$ cat config.mk
export PLATFORM = sky130hd
export DESIGN_NAME = arc_vertex_generator
export DESIGN_NICKNAME = d
export VERILOG_FILES = /design/src/hw/rtl/avg_pkg.sv /design/src/hw/rtl/avg_mac.sv /design/src/hw/rtl/arc_vertex_generator.sv
export SDC_FILE = /design/constraint.sdc
export NUM_CORES = 2
export LEC_CHECK = 0
export BUFFER_PORTS_ARGS = -buffer_cell sky130_fd_sc_hd__buf_2
export CAP_MARGIN = 20
export CORE_MARGIN = 2
export CORE_UTILIZATION = 54
export CTS_BUF_LIST = sky130_fd_sc_hd__clkbuf_8
export DETAILED_ROUTE_END_ITERATION = 6
export PLACE_DENSITY = 0.8
export SYNTH_ARGS = -nofsm -noshare
export SYNTH_HDL_FRONTEND = slang
export SYNTH_SLANG_ARGS = --single-unit
$ cat constraint.sdc
create_clock -name clk -period 12.9 [get_ports clk]
set_input_delay 2.58 -clock clk [delete_from_list [all_inputs] [get_ports clk]]
set_output_delay 2.58 -clock clk [all_outputs]
set_load 0.05 [all_outputs]
$ cat src/hw/rtl/avg_pkg.sv
`timescale 1ns / 1ps
// Shared types and constants for the arc vertex generator.
package avg_pkg;

	localparam int COORD_W     = 32;          // coordinate width
	localparam int DIFF_W      = COORD_W + 1; // start minus centre
	localparam int COEF_W      = 32;          // rotation coefficient magnitude width
	localparam int COEF_FRAC   = 30;          // Q2.30 fraction bits
	localparam int RS_W        = 31;          // radius factor width
	localparam int VEC_W       = 50;          // rotated vector magnitude width
	localparam int CHUNK_W     = VEC_W / 2;   // multiplier operand slice
	localparam int PP_W        = CHUNK_W + COEF_W;
	localparam int ACC_W       = VEC_W + COEF_W + 1;
	localparam int CFG_IDX_W   = 2;

	localparam int SEGMENTS_DEF      = 40;
	localparam int VEC_FRAC_BITS_DEF = 16;

	localparam logic [COEF_W-1:0] ROT_COS_RST = 32'd1060522291;
	localparam logic [COEF_W-1:0] ROT_SIN_RST = 32'd167970246;
	localparam logic [RS_W-1:0]   RADIUS_RST  = 31'd1073741824;

	typedef enum logic [CFG_IDX_W-1:0] {
		IDX_ROT_COS      = 2'd0,
		IDX_ROT_SIN      = 2'd1,
		IDX_RADIUS_SCALE = 2'd2
	} cfg_idx_t;

	typedef enum logic [1:0] {
		FRAC_FULL    = 2'd0,
		FRAC_HALF    = 2'd1,
		FRAC_QUARTER = 2'd2
	} frac_code_t;

	// control into the multiply-accumulate unit
	typedef struct packed {
		logic vld;     // issue a partial product this cycle
		logic clr;     // first partial product of a sum
		logic sub;     // subtract this partial product
		logic hi;      // operand is the upper slice
		logic rot;     // rounding by the coefficient fraction (else by the scale shift)
		logic ext_neg; // sign of an unsigned scale sum
	} mac_ctl_t;

	function automatic logic [COORD_W-1:0] sat32(input logic signed [63:0] v);
		if (v > 64'sd2147483647) begin
			return 32'h7FFF_FFFF;
		end else if (v < -64'sd2147483648) begin
			return 32'h8000_0000;
		end else begin
			return v[COORD_W-1:0];
		end
	endfunction

endpackage

$ cat src/hw/rtl/avg_mac.sv
`timescale 1ns / 1ps
// Shared sliced multiplier, signed accumulator and round/saturate stage.
module avg_mac
	import avg_pkg::*;
#(
	parameter int VEC_FRAC_BITS = VEC_FRAC_BITS_DEF
) (
	input  logic               clk,
	input  logic               arst_n,
	input  mac_ctl_t           ctl,
	input  logic [CHUNK_W-1:0] op_a,
	input  logic [COEF_W-1:0]  op_b,
	output logic [VEC_W-1:0]   rnd_mag,
	output logic               rnd_neg
);

	localparam int SH = COEF_FRAC - VEC_FRAC_BITS;
	localparam logic [ACC_W-1:0] HALF_ROT = ACC_W'(1) << (COEF_FRAC - 1);
	localparam logic [ACC_W-1:0] HALF_SCL = ACC_W'(1) << (SH - 1);
	localparam logic [ACC_W-1:0] VMIN_MAG = ACC_W'(1) << (VEC_W - 1);
	localparam logic [ACC_W-1:0] VMAX     = VMIN_MAG - ACC_W'(1);

	logic [PP_W-1:0]  pp_s1;
	logic             vld_s1;
	logic             clr_s1;
	logic             sub_s1;
	logic             hi_s1;
	logic [ACC_W-1:0] acc_q;
	logic [ACC_W-1:0] pp_sh;
	logic [ACC_W-1:0] acc_base;
	logic             acc_neg;
	logic [ACC_W-1:0] half;
	logic [ACC_W-1:0] rsum;
	logic [ACC_W-1:0] shifted;
	logic [ACC_W-1:0] limit;

	always_ff @(posedge clk or negedge arst_n) begin
		if (!arst_n) begin
			vld_s1 <= 1'b0;
		end else begin
			vld_s1 <= ctl.vld;
		end
	end

	always_ff @(posedge clk) begin
		pp_s1  <= op_a * op_b;
		clr_s1 <= ctl.clr;
		sub_s1 <= ctl.sub;
		hi_s1  <= ctl.hi;
		if (vld_s1) begin
			acc_q <= sub_s1 ? (acc_base - pp_sh) : (acc_base + pp_sh);
		end
	end

	assign pp_sh    = hi_s1 ? (ACC_W'(pp_s1) << CHUNK_W) : ACC_W'(pp_s1);
	assign acc_base = clr_s1 ? '0 : acc_q;

	// round half away from zero on the magnitude, then clamp to the vector range
	always_comb begin
		acc_neg = acc_q[ACC_W-1];
		half    = ctl.rot ? HALF_ROT : HALF_SCL;
		rsum    = acc_neg ? (half - acc_q) : (acc_q + half);
		shifted = ctl.rot ? (rsum >> COEF_FRAC) : (rsum >> SH);
		rnd_neg = acc_neg | ctl.ext_neg;
		limit   = rnd_neg ? VMIN_MAG : VMAX;
		rnd_mag = (shifted > limit) ? limit[VEC_W-1:0] : shifted[VEC_W-1:0];
	end

endmodule

$ cat src/hw/rtl/arc_vertex_generator.sv
`timescale 1ns / 1ps
// Arc vertex generator: polygon vertices of a full, half or quarter circle.
//
// One input beat (s_axis) carries a centre and a start vertex; tuser picks the
// fraction of the circle and asks for an exact 90-degree end point on quarters.
// The block answers with a run of vertex beats on m_axis, tlast on the final one.
// Run length is SEGMENTS/div beats (div 1, 2 or 4) plus one for the exact end.
// The user must write registers through cfg_we/cfg_index/cfg_data only while it idles;
// the block itself does not enforce this.
//
// The start vertex goes from the emit state into the output register, then the
// radius scaling runs; each rotation is eight 25x32 partial products through one
// shared multiplier, each coordinate followed by a drain and a round/saturate state,
// then the vector-round and sum states round the vector and add the centre. The
// exact end point, if asked for, is made in its own state.
// s_axis_tready is high only in idle; one item is worked on at a time.
// The output register lets the sequencer move on while a vertex waits; a
// stalled receiver holds the next vertex back and the sequencer waits on it.
// Reset restores the register defaults and drops any run in progress.
module arc_vertex_generator
	import avg_pkg::*;
#(
	parameter int SEGMENTS      = SEGMENTS_DEF,
	parameter int VEC_FRAC_BITS = VEC_FRAC_BITS_DEF
) (
	input  logic                 clk,
	input  logic                 arst_n,
	input  logic                 s_axis_tvalid,
	output logic                 s_axis_tready,
	input  logic [127:0]         s_axis_tdata,  // center_x, center_y, start_x, start_y
	input  logic [7:0]           s_axis_tuser,  // fraction_code[1:0], add_exact_end, zeros
	output logic                 m_axis_tvalid,
	input  logic                 m_axis_tready,
	output logic [63:0]          m_axis_tdata,  // vertex_x, vertex_y
	output logic                 m_axis_tlast,  // last_vertex
	input  logic                 cfg_we,
	input  logic [CFG_IDX_W-1:0] cfg_index,
	input  logic [COEF_W-1:0]    cfg_data
);

	localparam int STEP_W = $clog2(SEGMENTS);
	localparam int RV_W   = VEC_W - VEC_FRAC_BITS;
	localparam int SUM_W  = ((RV_W > COORD_W) ? RV_W : COORD_W) + 2;
	localparam logic [STEP_W-1:0] STEPS_FULL = STEP_W'(SEGMENTS - 1);
	localparam logic [STEP_W-1:0] STEPS_HALF = STEP_W'(SEGMENTS / 2 - 1);
	localparam logic [STEP_W-1:0] STEPS_QTR  = STEP_W'(SEGMENTS / 4 - 1);
	localparam logic [VEC_W-1:0]  VHALF      = VEC_W'(1) << (VEC_FRAC_BITS - 1);

	typedef enum logic [3:0] {
		ST_IDLE,
		ST_EMIT,
		ST_PREP,
		ST_MUL,
		ST_DRAIN,
		ST_RND,
		ST_VRND,
		ST_VSUM,
		ST_EXACT
	} state_t;

	state_t state_q;

	// configuration, coefficients kept as sign and magnitude
	logic [COEF_W-1:0] cos_mag_q;
	logic              cos_neg_q;
	logic [COEF_W-1:0] sin_mag_q;
	logic              sin_neg_q;
	logic [RS_W-1:0]   rs_q;

	// sequencer
	logic [STEP_W-1:0] steps_q;
	logic              exact_q;
	logic              first_q;
	logic              job_rot_q;  // 0 radius scaling, 1 rotation
	logic              axis_q;     // 0 x, 1 y
	logic [1:0]        k_q;        // partial product index
	logic              olast_q;
	logic              m_tvalid_q;
	logic [63:0]       m_tdata_q;
	logic              m_tlast_q;

	// datapath
	logic signed [COORD_W-1:0] cx_q, cy_q;
	logic signed [DIFF_W-1:0]  dx_q, dy_q;
	logic [DIFF_W-1:0]         dx_mag_q, dy_mag_q;
	logic                      dx_neg_q, dy_neg_q;
	logic [VEC_W-1:0]          vxm_q, vym_q, nxm_q;
	logic                      vxn_q, vyn_q, nxn_q;
	logic [RV_W-1:0]           rvx_q, rvy_q;
	logic [COORD_W-1:0]        ox_q, oy_q;

	// input fields
	logic signed [COORD_W-1:0] in_cx, in_cy, in_sx, in_sy;
	logic [1:0]                in_code;
	logic                      in_exact;
	logic [STEP_W-1:0]         steps_d;
	logic                      exact_d;

	logic              accept;
	logic              out_free;
	mac_ctl_t          mac_ctl;
	logic [VEC_W-1:0]  src_mag;
	logic [COEF_W-1:0] coef;
	logic              term_sub;
	logic [CHUNK_W-1:0] op_a;
	logic [VEC_W-1:0]  rnd_mag;
	logic              rnd_neg;
	logic [1:0]        k_last;

	logic signed [SUM_W-1:0] cx_ext, cy_ext, rvx_ext, rvy_ext, sum_x, sum_y;
	logic signed [63:0]      ex_x, ex_y;

	assign in_cx    = s_axis_tdata[31:0];
	assign in_cy    = s_axis_tdata[63:32];
	assign in_sx    = s_axis_tdata[95:64];
	assign in_sy    = s_axis_tdata[127:96];
	assign in_code  = s_axis_tuser[1:0];
	assign in_exact = s_axis_tuser[2];

	assign s_axis_tready = (state_q == ST_IDLE);
	assign accept        = s_axis_tvalid && s_axis_tready;
	assign out_free      = !m_tvalid_q || m_axis_tready;
	assign m_axis_tvalid = m_tvalid_q;
	assign m_axis_tdata  = m_tdata_q;
	assign m_axis_tlast  = m_tlast_q;

	// rotations per run; code three counts as a full circle
	always_comb begin
		unique case (in_code)
			FRAC_HALF:    steps_d = STEPS_HALF;
			FRAC_QUARTER: steps_d = STEPS_QTR;
			default:      steps_d = STEPS_FULL;
		endcase
		exact_d = (in_code == FRAC_QUARTER) && in_exact;
	end

	// register writes
	always_ff @(posedge clk or negedge arst_n) begin
		if (!arst_n) begin
			cos_mag_q <= ROT_COS_RST;
			cos_neg_q <= 1'b0;
			sin_mag_q <= ROT_SIN_RST;
			sin_neg_q <= 1'b0;
			rs_q      <= RADIUS_RST;
		end else if (cfg_we) begin
			unique case (cfg_index)
				IDX_ROT_COS: begin
					cos_mag_q <= cfg_data[COEF_W-1] ? (~cfg_data + COEF_W'(1)) : cfg_data;
					cos_neg_q <= cfg_data[COEF_W-1];
				end
				IDX_ROT_SIN: begin
					sin_mag_q <= cfg_data[COEF_W-1] ? (~cfg_data + COEF_W'(1)) : cfg_data;
					sin_neg_q <= cfg_data[COEF_W-1];
				end
				IDX_RADIUS_SCALE: begin
					rs_q <= cfg_data[RS_W-1:0];
				end
				default: ;
			endcase
		end
	end

	// operand select for the shared multiplier
	// rotation x: cos*x - sin*y, rotation y: sin*x + cos*y, k[1] picks the term
	always_comb begin
		if (!job_rot_q) begin
			src_mag  = axis_q ? VEC_W'(dy_mag_q) : VEC_W'(dx_mag_q);
			coef     = {1'b0, rs_q};
			term_sub = 1'b0;
		end else if (!axis_q) begin
			if (!k_q[1]) begin
				src_mag  = vxm_q;
				coef     = cos_mag_q;
				term_sub = cos_neg_q ^ vxn_q;
			end else begin
				src_mag  = vym_q;
				coef     = sin_mag_q;
				term_sub = !(sin_neg_q ^ vyn_q);
			end
		end else begin
			if (!k_q[1]) begin
				src_mag  = vxm_q;
				coef     = sin_mag_q;
				term_sub = sin_neg_q ^ vxn_q;
			end else begin
				src_mag  = vym_q;
				coef     = cos_mag_q;
				term_sub = cos_neg_q ^ vyn_q;
			end
		end
		op_a            = k_q[0] ? src_mag[VEC_W-1:CHUNK_W] : src_mag[CHUNK_W-1:0];
		mac_ctl.vld     = (state_q == ST_MUL);
		mac_ctl.clr     = (k_q == 2'd0);
		mac_ctl.sub     = term_sub;
		mac_ctl.hi      = k_q[0];
		mac_ctl.rot     = job_rot_q;
		mac_ctl.ext_neg = !job_rot_q && (axis_q ? dy_neg_q : dx_neg_q);
		k_last          = job_rot_q ? 2'd3 : 2'd1;
	end

	avg_mac #(
		.VEC_FRAC_BITS(VEC_FRAC_BITS)
	) u_mac (
		.clk    (clk),
		.arst_n (arst_n),
		.ctl    (mac_ctl),
		.op_a   (op_a),
		.op_b   (coef),
		.rnd_mag(rnd_mag),
		.rnd_neg(rnd_neg)
	);

	// centre plus rounded vector, and the exact quarter end point
	always_comb begin
		cx_ext  = SUM_W'(cx_q);
		cy_ext  = SUM_W'(cy_q);
		rvx_ext = $signed({{(SUM_W-RV_W){1'b0}}, rvx_q});
		rvy_ext = $signed({{(SUM_W-RV_W){1'b0}}, rvy_q});
		sum_x   = vxn_q ? (cx_ext - rvx_ext) : (cx_ext + rvx_ext);
		sum_y   = vyn_q ? (cy_ext - rvy_ext) : (cy_ext + rvy_ext);
		ex_x    = 64'(cx_q) - 64'(dy_q);
		ex_y    = 64'(cy_q) + 64'(dx_q);
	end

	// sequencer and output register
	always_ff @(posedge clk or negedge arst_n) begin
		if (!arst_n) begin
			state_q    <= ST_IDLE;
			steps_q    <= '0;
			exact_q    <= 1'b0;
			first_q    <= 1'b0;
			job_rot_q  <= 1'b0;
			axis_q     <= 1'b0;
			k_q        <= '0;
			olast_q    <= 1'b0;
			m_tvalid_q <= 1'b0;
			m_tdata_q  <= '0;
			m_tlast_q  <= 1'b0;
		end else begin
			// the emit state loads the output register itself
			if (m_axis_tready && (state_q != ST_EMIT)) begin
				m_tvalid_q <= 1'b0;
			end
			unique case (state_q)
				ST_IDLE: begin
					if (s_axis_tvalid) begin
						steps_q <= steps_d;
						exact_q <= exact_d;
						olast_q <= (steps_d == '0) && !exact_d;
						first_q <= 1'b1;
						state_q <= ST_EMIT;
					end
				end
				ST_EMIT: begin
					if (out_free) begin
						m_tvalid_q <= 1'b1;
						m_tdata_q  <= {oy_q, ox_q};
						m_tlast_q  <= olast_q;
						first_q    <= 1'b0;
						if (olast_q) begin
							state_q <= ST_IDLE;
						end else if (first_q) begin
							state_q <= ST_PREP;
						end else if (steps_q != '0) begin
							job_rot_q <= 1'b1;
							axis_q    <= 1'b0;
							k_q       <= '0;
							state_q   <= ST_MUL;
						end else begin
							state_q <= ST_EXACT;
						end
					end
				end
				ST_PREP: begin
					job_rot_q <= 1'b0;
					axis_q    <= 1'b0;
					k_q       <= '0;
					state_q   <= ST_MUL;
				end
				ST_MUL: begin
					if (k_q == k_last) begin
						k_q     <= '0;
						state_q <= ST_DRAIN;
					end else begin
						k_q <= k_q + 2'd1;
					end
				end
				ST_DRAIN: begin
					state_q <= ST_RND;
				end
				ST_RND: begin
					if (!axis_q) begin
						axis_q  <= 1'b1;
						state_q <= ST_MUL;
					end else if (!job_rot_q) begin
						job_rot_q <= 1'b1;
						axis_q    <= 1'b0;
						state_q   <= ST_MUL;
					end else begin
						axis_q  <= 1'b0;
						steps_q <= steps_q - STEP_W'(1);
						state_q <= ST_VRND;
					end
				end
				ST_VRND: begin
					olast_q <= (steps_q == '0) && !exact_q;
					state_q <= ST_VSUM;
				end
				ST_VSUM: begin
					state_q <= ST_EMIT;
				end
				ST_EXACT: begin
					exact_q <= 1'b0;
					olast_q <= 1'b1;
					state_q <= ST_EMIT;
				end
				default: begin
					state_q <= ST_IDLE;
				end
			endcase
		end
	end

	// datapath registers
	always_ff @(posedge clk) begin
		if (accept) begin
			cx_q <= in_cx;
			cy_q <= in_cy;
			dx_q <= DIFF_W'(in_sx) - DIFF_W'(in_cx);
			dy_q <= DIFF_W'(in_sy) - DIFF_W'(in_cy);
			ox_q <= in_sx;
			oy_q <= in_sy;
		end
		case (state_q)
			ST_PREP: begin
				dx_mag_q <= dx_q[DIFF_W-1] ? DIFF_W'(-dx_q) : DIFF_W'(dx_q);
				dy_mag_q <= dy_q[DIFF_W-1] ? DIFF_W'(-dy_q) : DIFF_W'(dy_q);
				dx_neg_q <= dx_q[DIFF_W-1];
				dy_neg_q <= dy_q[DIFF_W-1];
			end
			ST_RND: begin
				if (!job_rot_q) begin
					if (!axis_q) begin
						vxm_q <= rnd_mag;
						vxn_q <= rnd_neg;
					end else begin
						vym_q <= rnd_mag;
						vyn_q <= rnd_neg;
					end
				end else if (!axis_q) begin
					// new x waits until y has used the old x
					nxm_q <= rnd_mag;
					nxn_q <= rnd_neg;
				end else begin
					vym_q <= rnd_mag;
					vyn_q <= rnd_neg;
					vxm_q <= nxm_q;
					vxn_q <= nxn_q;
				end
			end
			ST_VRND: begin
				rvx_q <= RV_W'((vxm_q + VHALF) >> VEC_FRAC_BITS);
				rvy_q <= RV_W'((vym_q + VHALF) >> VEC_FRAC_BITS);
			end
			ST_VSUM: begin
				ox_q <= sat32({{(64-SUM_W){sum_x[SUM_W-1]}}, sum_x});
				oy_q <= sat32({{(64-SUM_W){sum_y[SUM_W-1]}}, sum_y});
			end
			ST_EXACT: begin
				ox_q <= sat32(ex_x);
				oy_q <= sat32(ex_y);
			end
			default: ;
		endcase
	end

endmodule

# Yosys cells after proc, flatten, opt, wreduce, memory -nomap -nowiden
# Cells that the tools add are included.
# word_totals
out_inout_bits	67
elab_cells	229
ff_bits	807
inputBits	175
# op_classes
n_mul	1
muxes	86
bitwise_logic	7
add_sub_neg	19
eq_ne	24
n_reduce_logical	41
order_cmp	9
# ops
op	count
$mux W32	17
$mux W50	7
$mux W83	3
$pmux W32 S2	2
$add A50 B16 Y50 const B	2
$add A83 B82 Y83	1
$add A83 B83 Y83	1
$sub A83 B82 Y83	1
$sub A83 B83 Y83	1
$mux W82	1
$add A32 B35 Y36	2
$gt A36 B32 Y1 const B	2
$lt A36 B32 Y1 const B	2
$mux W36	2
$sub A32 B35 Y36	2
$gt A69 B50 Y1	1
$mux W69	1
$gt A34 B32 Y1 const B	2
$lt A34 B32 Y1 const B	2
$neg A33 Y33	2
$sub A32 B32 Y33	2
$mul A25 B32 Y57	1
$add A32 B33 Y34	1
$sub A32 B33 Y34	1
45 further kinds	128

# Logic depth before layout (Yosys ltp)
# depth
ltp_word	8
depth_mapped	36
depth_no_buf	32

# By module
# Synthesis repeated with hierarchy kept, for this count alone.
# unflattened
hier_cells	9145
hier_area_um2	85663.4
# by_module_without_submodules
module	n_inst	area_each_um2	cells_per_inst	seq_area_each_um2
avg_mac	1	44845.5	5327	3718.6
arc_vertex_generator	1	40817.9	3818	19043.3

# Least setup slack after synthesis
# Ideal clock, no wire load.
# synth_timing
kind	register -> register
from	reg k_q[1]
to	reg u_mac.pp_s1[56]
t_required_ns	12.828
n_path_buf	4
path_slack_ns	3.845
synth_period_minus_slack_ns	9.055
t_arrival_ns	8.983
stages_incl_launch_ff	32
setup_ns	0.072
path_cell_list	dfrtp_1 > clkbuf_1 > buf_1 > buf_1 > a211oi_1 > o32ai_1 > clkbuf_1 > nand2_1 > fa_1 > inv_1 > fa_1 > fa_1 > fa_1 > fa_1 > fa_1 > inv_1 > fa_1 > inv_1 > ha_1 > a21o_1 > a21oi_1 > o21ai_0 > a31o_2 > a21o_1 > a221o_1 > o2111ai_1 > a41oi_1 > o211a_1 > o21ai_0 > o21ai_0 > a21oi_1 > xnor2_1
# synth_between
elab_chain_len	4
word_cells_on_any_way	8
classes_between	mul: 1; mux: 7
# synth_rtl
element	line	text
start, declared	arc_vertex_generator.sv:76	logic [1:0] k_q;
start signal, assigned	arc_vertex_generator.sv:285	k_q <= k_q + 2'd1;
$mux W50, or another cell as far along	arc_vertex_generator.sv:171, arc_vertex_generator.sv:181	
$mux W50 / $mux W32 (equally long branches)	arc_vertex_generator.sv:166, arc_vertex_generator.sv:170	
$mux W25 / $mux W32 (equally long branches)	arc_vertex_generator.sv:191, arc_vertex_generator.sv:166	
$mul A25 B32 Y57 *	avg_mac.sv:46	pp_s1 <= op_a * op_b;
end signal, assigned	avg_mac.sv:46	
end, declared	avg_mac.sv:23	logic [PP_W-1:0] pp_s1;
# Mark *: on every way between the ends. The rest lies on a longest branch, timed or not.
# A chain may end at the register's enable or synchronous reset.

# Worst setup path in the final report
# Same ends and word-level chain as after synthesis.

==> results.py <==
metrics = {
    "run_status": {
        "status": "finished, violations left",
        "violations": "DRC",
    },
    "route": {
        "wl_per_cell_um": 24.4,
        "vias": 71000,
        "drtAntennaViolNets": 0,
        "first_pass_iters": 7,
        "initialDrtViolationCount": 8502,
        "post_drt_via_cell_ratio": 6.28,
        "drt_wl_total_um": 276000,
        "drc_errors": 2,
    },
    "clock_network": {
        "cts_root_buf": "clkbuf_8",
        "clk_pin_slew_ps": 70,
        "ctsResizeCount": 0,
        "cts_setup_buffers": 0,
        "hold_buffers": 0,
        "clock-sinks": 807,
        "clk_latency_ps": 920,
        "cts_max_level": 4,
        "cts_tree": "built",
        "cts.path.max_buffers": 3,
        "cts_buffers": 143,
    },
    "setup_path": {
        "critPathCaptureType": "flop",
        "critPathTopFamily": "adder cells",
        "required_ps": 13670,
        "cp-start-kind": "flop",
        "rr_endpoint": "u_mac.pp_s1[56]$_DFF_P_",
        "r2r_slack_ps": 1800,
        "crit_top_cell": "fa_1",
        "path_max_fanout": 35,
        "arrival_ps": 11870,
        "crit_slowest_cell": "dfrtp_2",
        "worstSetupPathType": "flop to flop",
        "r2r_cells": 28,
        "cp_slowest_stage_delay_ps": 990,
        "reg2reg_from": "k_q[1]$_DFFE_PN0P_",
        "critPathBufInv": 5,
    },
    "job": {
        "max_cap_viol_count": 0,
    },
    "finish": {
        "final_cell_mix": "inv_1, nor2_1, nand2_1",
        "finish.net_count": 10600,
        "final_util": 0.587,
        "final.fill_count": 12700,
        "drive_gt1_frac": 0.0949,
        "fin_area_mm2": 0.0893,
        "final_common_cell": "inv_1",
        "synthToLayoutAreaGrowth_pct": 7.81,
    },
    "place": {
        "dp_hpwl_um": 214000,
        "placed_cell_area_mm2": 0.0864,
        "numPortBuffers": 236,
        "gp_congestion": 1.07,
    },
    "grt": {
        "grt_usage": 0.347,
        "grt.overflow.total": 0,
        "antenna_found_initial": 13,
        "grt_first_pass_wirelength_um": 415000,
        "grt_pass1_vias": 69300,
        "grt_max_degree": 117,
    },
    "logic_synthesis": {
        "synth_edf_count": 566,
        "yosysSeqAreaShare": 0.275,
        "synth_top_flop_cell": "edfxtp_1",
        "yosys_warnings": 0,
        "synth_seq_cells": 807,
        "syn_inst": 9038,
        "synth_area_mm2": 0.0829,
        "synth_cell_types": 100,
        "async_flop_share": 0.224,
        "syn_nets": 10500,
        "syn_area_per_cell_um2": 9.17,
    },
    "sta": {
        "finalCritPeriodShare": 0.860,
        "finalHoldViolCount": 0,
        "min_period_ps": 11100,
        "tightest_slew_ps": 1260,
        "rsz0062_at_grt": "false",
        "setup_tns_ps": 0,
        "skew_ps": 78.9,
        "setup_violations": 0,
        "slew_violations": 0,
        "timing.slew.headroom": 0.150,
        "max_freq_ghz": 0.0901,
        "timing.hold.ws_ps": 461,
    },
    "floorplan": {
        "boundaryPins": 242,
        "fp.dieW_um": 396,
        "rows": 143,
        "core_mm2": 0.152,
        "dieArea_mm2": 0.157,
        "start_util": 0.545,
        "die_h_um": 396,
    },
    "min_path": {
        "hold_path_end": "m_axis_tdata[57]$_DFFE_PN0P_",
        "hp-class": "flop to flop",
        "min_from": "oy_q[25]$_DFFE_PP_",
        "min_path_cells": 1,
    },
}
## per-stage QoR
stage / setup slack [ps] / cells
global route: 1480 / 11300
global placement: 2310 / 11000
finish: 1800 / 11300
CTS: 2200 / 11300
floorplan: 3840 / 9038
detailed placement: 2180 / 11000
## synth_stat cells, types with 58 or more instances
| library cell | count | area share |
|---|---|---|
| inv_1 | 1033 | 0.047 |
| nor2_1 | 910 | 0.041 |
| nand2_1 | 856 | 0.039 |
| fa_1 | 694 | 0.17 |
| edfxtp_1 | 566 | 0.21 |
| ha_1 | 543 | 0.082 |
| a21oi_1 | 509 | 0.031 |
| xnor2_1 | 495 | 0.052 |
| clkbuf_1 | 331 | 0.015 |
| o21ai_0 | 301 | 0.018 |
| a21o_1 | 226 | 0.020 |
| xor2_1 | 217 | 0.023 |
| nor2b_1 | 178 | 0.013 |
| nand3_1 | 164 | 0.0099 |
| nor3_1 | 157 | 0.0095 |
| dfrtp_1 | 153 | 0.046 |
| mux2i_1 | 124 | 0.015 |
| mux2_2 | 115 | 0.016 |
| nand2b_1 | 103 | 0.0078 |
| nand4_1 | 88 | 0.0066 |
| nor4_1 | 77 | 0.0058 |
| o211ai_1 | 71 | 0.0064 |
| a31oi_1 | 69 | 0.0052 |
| o21a_1 | 67 | 0.0061 |
| dfxtp_1 | 60 | 0.014 |
| and3_1 | 58 | 0.0044 |
## worst max-delay path by stage
stage,from,endpoint,cells after the start
6_report,k_q[1]$_DFFE_PN0P_,u_mac.pp_s1[56]$_DFF_P_,28
5_1_grt,k_q[1]$_DFFE_PN0P_,u_mac.pp_s1[56]$_DFF_P_,28
4_1_cts,k_q[1]$_DFFE_PN0P_,u_mac.pp_s1[56]$_DFF_P_,28
3_5_place_dp,k_q[1]$_DFFE_PN0P_,u_mac.pp_s1[56]$_DFF_P_,29
3_3_place_gp,k_q[1]$_DFFE_PN0P_,u_mac.pp_s1[56]$_DFF_P_,30
2_1_floorplan,k_q[1]$_DFFE_PN0P_,u_mac.pp_s1[56]$_DFF_P_,31
## state kept, by name, summed over array words and instances (netlist names), 33 cells and up
name and flops:
rvy_q 34, nxm_q 50, dx_q 33, vxm_q 50, u_mac.pp_s1 57, vym_q 50
dy_mag_q 33, dx_mag_q 33, dy_q 33, u_mac.acc_q 83, m_axis_tdata 64, rvx_q 34
## layer usage
layer	share of wire	track usage	vias to the layer above
met5	0.00018	0	-
met4	0.076	0.226	8
met3	0.12	0.101	1019
met2	0.43	0.514	4452
met1	0.37	0.445	34300
li1	-	-	31200
## worst reg2reg max path, delay by kind of cell (launching register included)
kind | cells | cell delay [ps]
fa+ha+maj | 8 | 4270
simple gates | 3 | 1230
buf+inv | 5 | 860
xor+xnor | 2 | 310
flops | 1 | 990
mux | 1 | 530
compound gates | 9 | 2800
## final cells by class
| type | instances | area (um^2) | share of cell area |
|---|---|---|---|
| sequential | 807 | 22800 | 0.255 |
| timing repair buffer | 347 | 2060 | 0.0230 |
| clock inverter | 102 | 709 | 0.00794 |
| multi-input combinational | 6814 | 55100 | 0.617 |
| tap | 2030 | 2540 | 0.0284 |
| inverter | 1035 | 3890 | 0.0435 |
| antenna | 11 | 27.5 | 0.000308 |
| clock buffer | 159 | 2190 | 0.0245 |
## kinds of logic after synthesis
family	after synthesis	share of synthesized area
simple gates	2866	0.162
compound gates	1727	0.135
buf+inv	1417	0.0647
fa+ha+maj	1237	0.250
flops	807	0.275
xor+xnor	712	0.0753
mux	272	0.0379
Power is left out: the tool's default activity adds up to more than one toggle a clock period on the data nets, which glitch-free logic cannot reach.
